==> src/hw/rtl/epdps_pkg.sv <==
// Shared types and constants for the edge-disjoint probe path selector.
// Used by the pair index unit and the top level; depends on nothing else.
package epdps_pkg;

	localparam int NODE_COUNT = 64;
	localparam int NODE_W     = 6;
	localparam int MARK_W     = 8;
	localparam int MARK_DEPTH = NODE_COUNT * NODE_COUNT;
	localparam int ADDR_W     = $clog2(MARK_DEPTH);
	localparam int TOTAL_W    = 20;
	localparam int OP_W       = 2;
	localparam int LEN_W      = 2;
	localparam int IN_DATA_W  = 24;
	localparam int OUT_DATA_W = 56;

	localparam logic [TOTAL_W-1:0] TOTAL_MAX = '1;

	localparam logic [OP_W-1:0] OP_OFFER = 2'd0;
	localparam logic [OP_W-1:0] OP_QUERY = 2'd1;
	localparam logic [OP_W-1:0] OP_CLEAR = 2'd2;

	// One unordered node pair as seen by the store.
	typedef struct packed {
		logic              ok;        // both nodes are below NODE_COUNT
		logic              self_loop; // both ends name the same node
		logic [ADDR_W-1:0] idx;       // smaller * NODE_COUNT + larger
	} pair_t;

endpackage

==> src/hw/rtl/epdps_pair.sv <==
// Pair index unit: orders two nodes of the held path and forms the store index.
// Used by the read steps of the sequencer to address the store; uses epdps_pkg.
module epdps_pair (
	input  logic                           second_edge,
	input  logic [epdps_pkg::NODE_W-1:0]   node_first,
	input  logic [epdps_pkg::NODE_W-1:0]   node_second,
	input  logic [epdps_pkg::NODE_W-1:0]   node_third,
	output epdps_pkg::pair_t               pair
);
	import epdps_pkg::*;

	logic [NODE_W-1:0] a;
	logic [NODE_W-1:0] b;
	logic [NODE_W-1:0] lo;
	logic [NODE_W-1:0] hi;

	always_comb begin
		a  = second_edge ? node_second : node_first;
		b  = second_edge ? node_third  : node_second;
		lo = (a < b) ? a : b;
		hi = (a < b) ? b : a;
		pair.ok        = ({1'b0, hi} < (NODE_W+1)'(NODE_COUNT));
		pair.self_loop = (a == b);
		pair.idx       = ADDR_W'(lo) * ADDR_W'(NODE_COUNT) + ADDR_W'(hi);
	end

endmodule

==> config.mk <==
export PLATFORM = sky130hd
export DESIGN_NAME = epdps_pair
export DESIGN_NICKNAME = d
export VERILOG_FILES = /design/src/hw/rtl/epdps_pkg.sv /design/src/hw/rtl/epdps_pair.sv
export SDC_FILE = /design/constraint.sdc
export NUM_CORES = 1
export LEC_CHECK = 0
export CORE_AREA = 5 5 42 44
export DETAILED_ROUTE_END_ITERATION = 16
export DIE_AREA = 0 0 47 49
export DONT_BUFFER_PORTS = 1
export SLEW_MARGIN = 5
export SYNTH_ARGS = -nofsm -noshare
export SYNTH_HDL_FRONTEND = slang
export SYNTH_SLANG_ARGS = --single-unit
==> constraint.sdc <==
create_clock -name vclk -period 2.5
set_clock_uncertainty 0.2 [all_clocks]
set_input_delay 0.5 -clock vclk [all_inputs]
set_output_delay 0.5 -clock vclk [all_outputs]
set_load 0.05 [all_outputs]
==> After elaboration in Yosys (flattened, before gate mapping) <==
Cells that the tools add are included.
{ "totals": {"reg_bits": 0, "latch_bits": 0, "ram_bits": 0, "mem_bits_ro": 0, "in_bits": 19, "out_inout_bits": 14, "word_cells": 7, "mem_count": 0} }
{ "op_classes": {"n_addsub": 1, "multipliers": 0, "div_mod_pow": 0, "n_lt_le_gt_ge": 1, "n_eq_ne": 1, "shift": 0, "mux": 4, "bitwise_logic": 0, "n_reduce_logical": 0} }
{ "op_table": {"columns": ["cell", "count"], "rows": [
  ["two-way mux 6 bit", 4],
  ["adder 12 x 6 -> 12 bit", 1],
  ["== test 6 bit", 1],
  ["< comparator 6 bit", 1]
]} }

==> Depth between registers and ports, before layout <==
{ "depth": {"ltp_word": 4, "mapped_depth": 9, "depth_no_buf": 7} }

==> Worst setup path after synthesis <==
Ideal clock, no wire load.
{ "synth_timing": {"kind": "input port to output port", "from": "input port second_edge", "to": "output port pair[0] (netlist name)", "arrival_ps": 2755, "required_time_ps": 1800, "slack_ps": -955, "cell_stages": 8, "n_path_buf": 2, "path_cell_list": "buf_4 mux2i_1 inv_1 ha_1 nand4_2 o221ai_2 buf_6 mux2i_1"} }
{ "synth_lines": {"columns": ["element", "line_no", "source"], "rows": [
  ["start: declaration", "epdps_pair.sv:4", "input logic second_edge,"],
  ["end: declaration", "epdps_pair.sv:8", "output epdps_pkg::pair_t pair"]
]} }

==> flow_summary.json <==
{
  "result_of_the_run": "finished with violations",
  "violations": "setup timing",
  "power.density_mw_per_mm2": 527,
  "worstPathBufferInverterCount": 3,
  "post-place-ws_ps": -437,
  "grt_max_degree": 13,
  "final.min_clock_period_ps": 2750,
  "n_fill_cell": 85,
  "setup_violation_total_in_the_final_timing_report": 12,
  "hold_vio_cnt_final": 0,
  "die_ht_um": 49,
  "synth.cells.most_frequent": "mux2i_1 (24), inv_1 (7), ha_1 (6), a21oi_1 (3)",
  "crit_family": "multiplexers",
  "detail_route.first_pass.iterations": 1,
  "synth.cell_area_um2": 425,
  "max_clock_freq_mhz": 363,
  "critPathArrivalTime_ps": 2050,
  "track_usage": 0.145,
  "ctsHoldBuffers": 0,
  "synthCells": 49,
  "n_clock_buffer": 0,
  "place.port_buffers": 0,
  "die_area_mm2": 0.00230,
  "detail_route.wirelength_mm": 1.50,
  "core_box_area_mm2": 0.00140,
  "post_synth_top_area_share": 0.565,
  "final_total_negative_setup_slack_ps": -2740,
  "critical_path.endpoint_type": "primary output",
  "multiInputGateArea_um2": 687,
  "final_max_slew_viol_count": 0,
  "timing.hold.worst.class": "in2out",
  "critical_path_class": "in2out",
  "globalRouteOverflowTotal": 0,
  "post-layout-total-power_mw": 0.590,
  "timing.critical_path.required_ps": 1800,
  "finish.cell_count_without_fillers": 90,
  "ys_types": 11,
  "initial_core_util": 0.304,
  "postSynthAreaPerCell_um2": 8.68,
  "flow.area_growth_from_synthesis_pct": 163,
  "syn-num-nets": 74,
  "io_pins": 33,
  "unrepaired_setup_endpoints_after_global_routing": "true",
  "post_route_cells_drive_above_1_share": 0.824,
  "worst_setup_path_start_kind": "primary input",
  "global_route_wire_length_before_repair_mm": 2.50,
  "antennaDiodeCount": 0,
  "number_of_maximum_capacitance_constraint_violations": 0,
  "drt_drc_violations_left": 0,
  "wl_per_cell_um": 16.6,
  "synth_warnings": 0,
  "timing.critical_path.slowest_cell_delay_ps": 280,
  "ys_top_cells_by_area": "mux2i_1 (56%), ha_1 (18%), inv_1 (6.2%), a21oi_1 (3.5%), buf_4 (3.5%)",
  "nFlopsAndLatches": 0,
  "finalCritPeriodShare": 1.10,
  "finalNetCount": 101,
  "antenna_found_initial": 0,
  "post-dp-hpwl_mm": 1.38,
  "antenna_violating_nets_post_route": 0,
  "sequential_cell_area_um2": 0,
  "drt_first_iter_violations": 0,
  "final.setup.worst_slack_ps": -255,
  "post-synth-top-count-cell": "mux2i_1",
  "timing.critical_path.cells": "mux2i_4 -> inv_2 -> ha_4 -> nand4_4 -> o221ai_4 -> buf_12 -> mux2i_4 -> buf_12",
  "post-synth-top-area-cell": "mux2i_1",
  "dp_cells": 89,
  "place_congestion": 0.797,
  "placementRows": 14,
  "worst_path_max_delay_cell": "ha_4",
  "via_count_of_the_first_global_routing_pass": 563,
  "total_leakage_power_nw": 0.419,
  "vdd.ir_drop.worst_uv": 324,
  "worst-path-max-fanout": 12,
  "route.vias.total": 475,
  "layout.core_utilization": 0.798,
  "synth_sequential_area_ratio": 0,
  "vias_per_cell": 5.28,
  "die-width_um": 47
}
-- power breakdown --
group          switching (mW)  total (mW)  internal, mW  leakage [nW]
combinational           0.282       0.590         0.307         0.419
clock                       0           0             0             0
sequential                  0           0             0             0
total                   0.282       0.590         0.307         0.419
-- routing by layer --
metal  vias to the layer above  share of wire  global-route usage
met2                        21           0.60               0.281
met4                         0          0.014              0.0184
met3                         2          0.079              0.0221
met1                       223           0.31               0.159
met5                         -              0                   0
li1                        229              -                   -
-- tightest hold or removal path, delay by kind of cell --
family,cells,cell delay (ps)
buffers and inverters,1,160
multiplexers,2,240
-- path summary, 6_finish.rpt --
kind,from,endpoint,slack [ps],depth (start not counted)
setup / recovery,second_edge,pair[4],-250,8
hold / removal,node_second[3],pair[9],1200,3
-- layout by cell type, fill, tap and decap left out --
cell type	instances
inv_1	3
mux2i_4	18
o221ai_4	1
conb_1	1
nand2_1	2
nand4_4	1
buf_4	14
ha_4	4
a21oi_1	1
ha_1	2
mux2i_1	3
nor2_1	1
buf_12	14
inv_2	4
mux2i_2	3
a21oi_2	2
-- logic make-up after synthesis --
kind of cell               share of synthesized area
adders and majority gates                      0.176
buffers and inverters                          0.124
muxes                                          0.565
and+or+nand+nor                               0.0559
AOI/OAI and AO/OA                             0.0706
other                                        0.00882
-- metrics by stage --
step / instance area, um^2 / hold WS (ps)
2_1_floorplan: 731 / 1180
3_3_place_gp: 1070 / 1180
3_5_place_dp: 1070 / 1200
4_1_cts: 1110 / 1300
5_1_grt: 1120 / 1220
6_report: 1120 / 1200
-- cell type report --
cell class                 instances  area share
inverter                           7      0.0235
multi-input combinational         39       0.614
tap                               16      0.0179
timing repair buffer              28       0.345
-- timing repair --
item,in CTS,in global routing
setup buffers,2,0
resized for setup,3,3
pin swaps,3,4
setup endpoints to repair,12,13
Power figures use the tool's default switching activity.
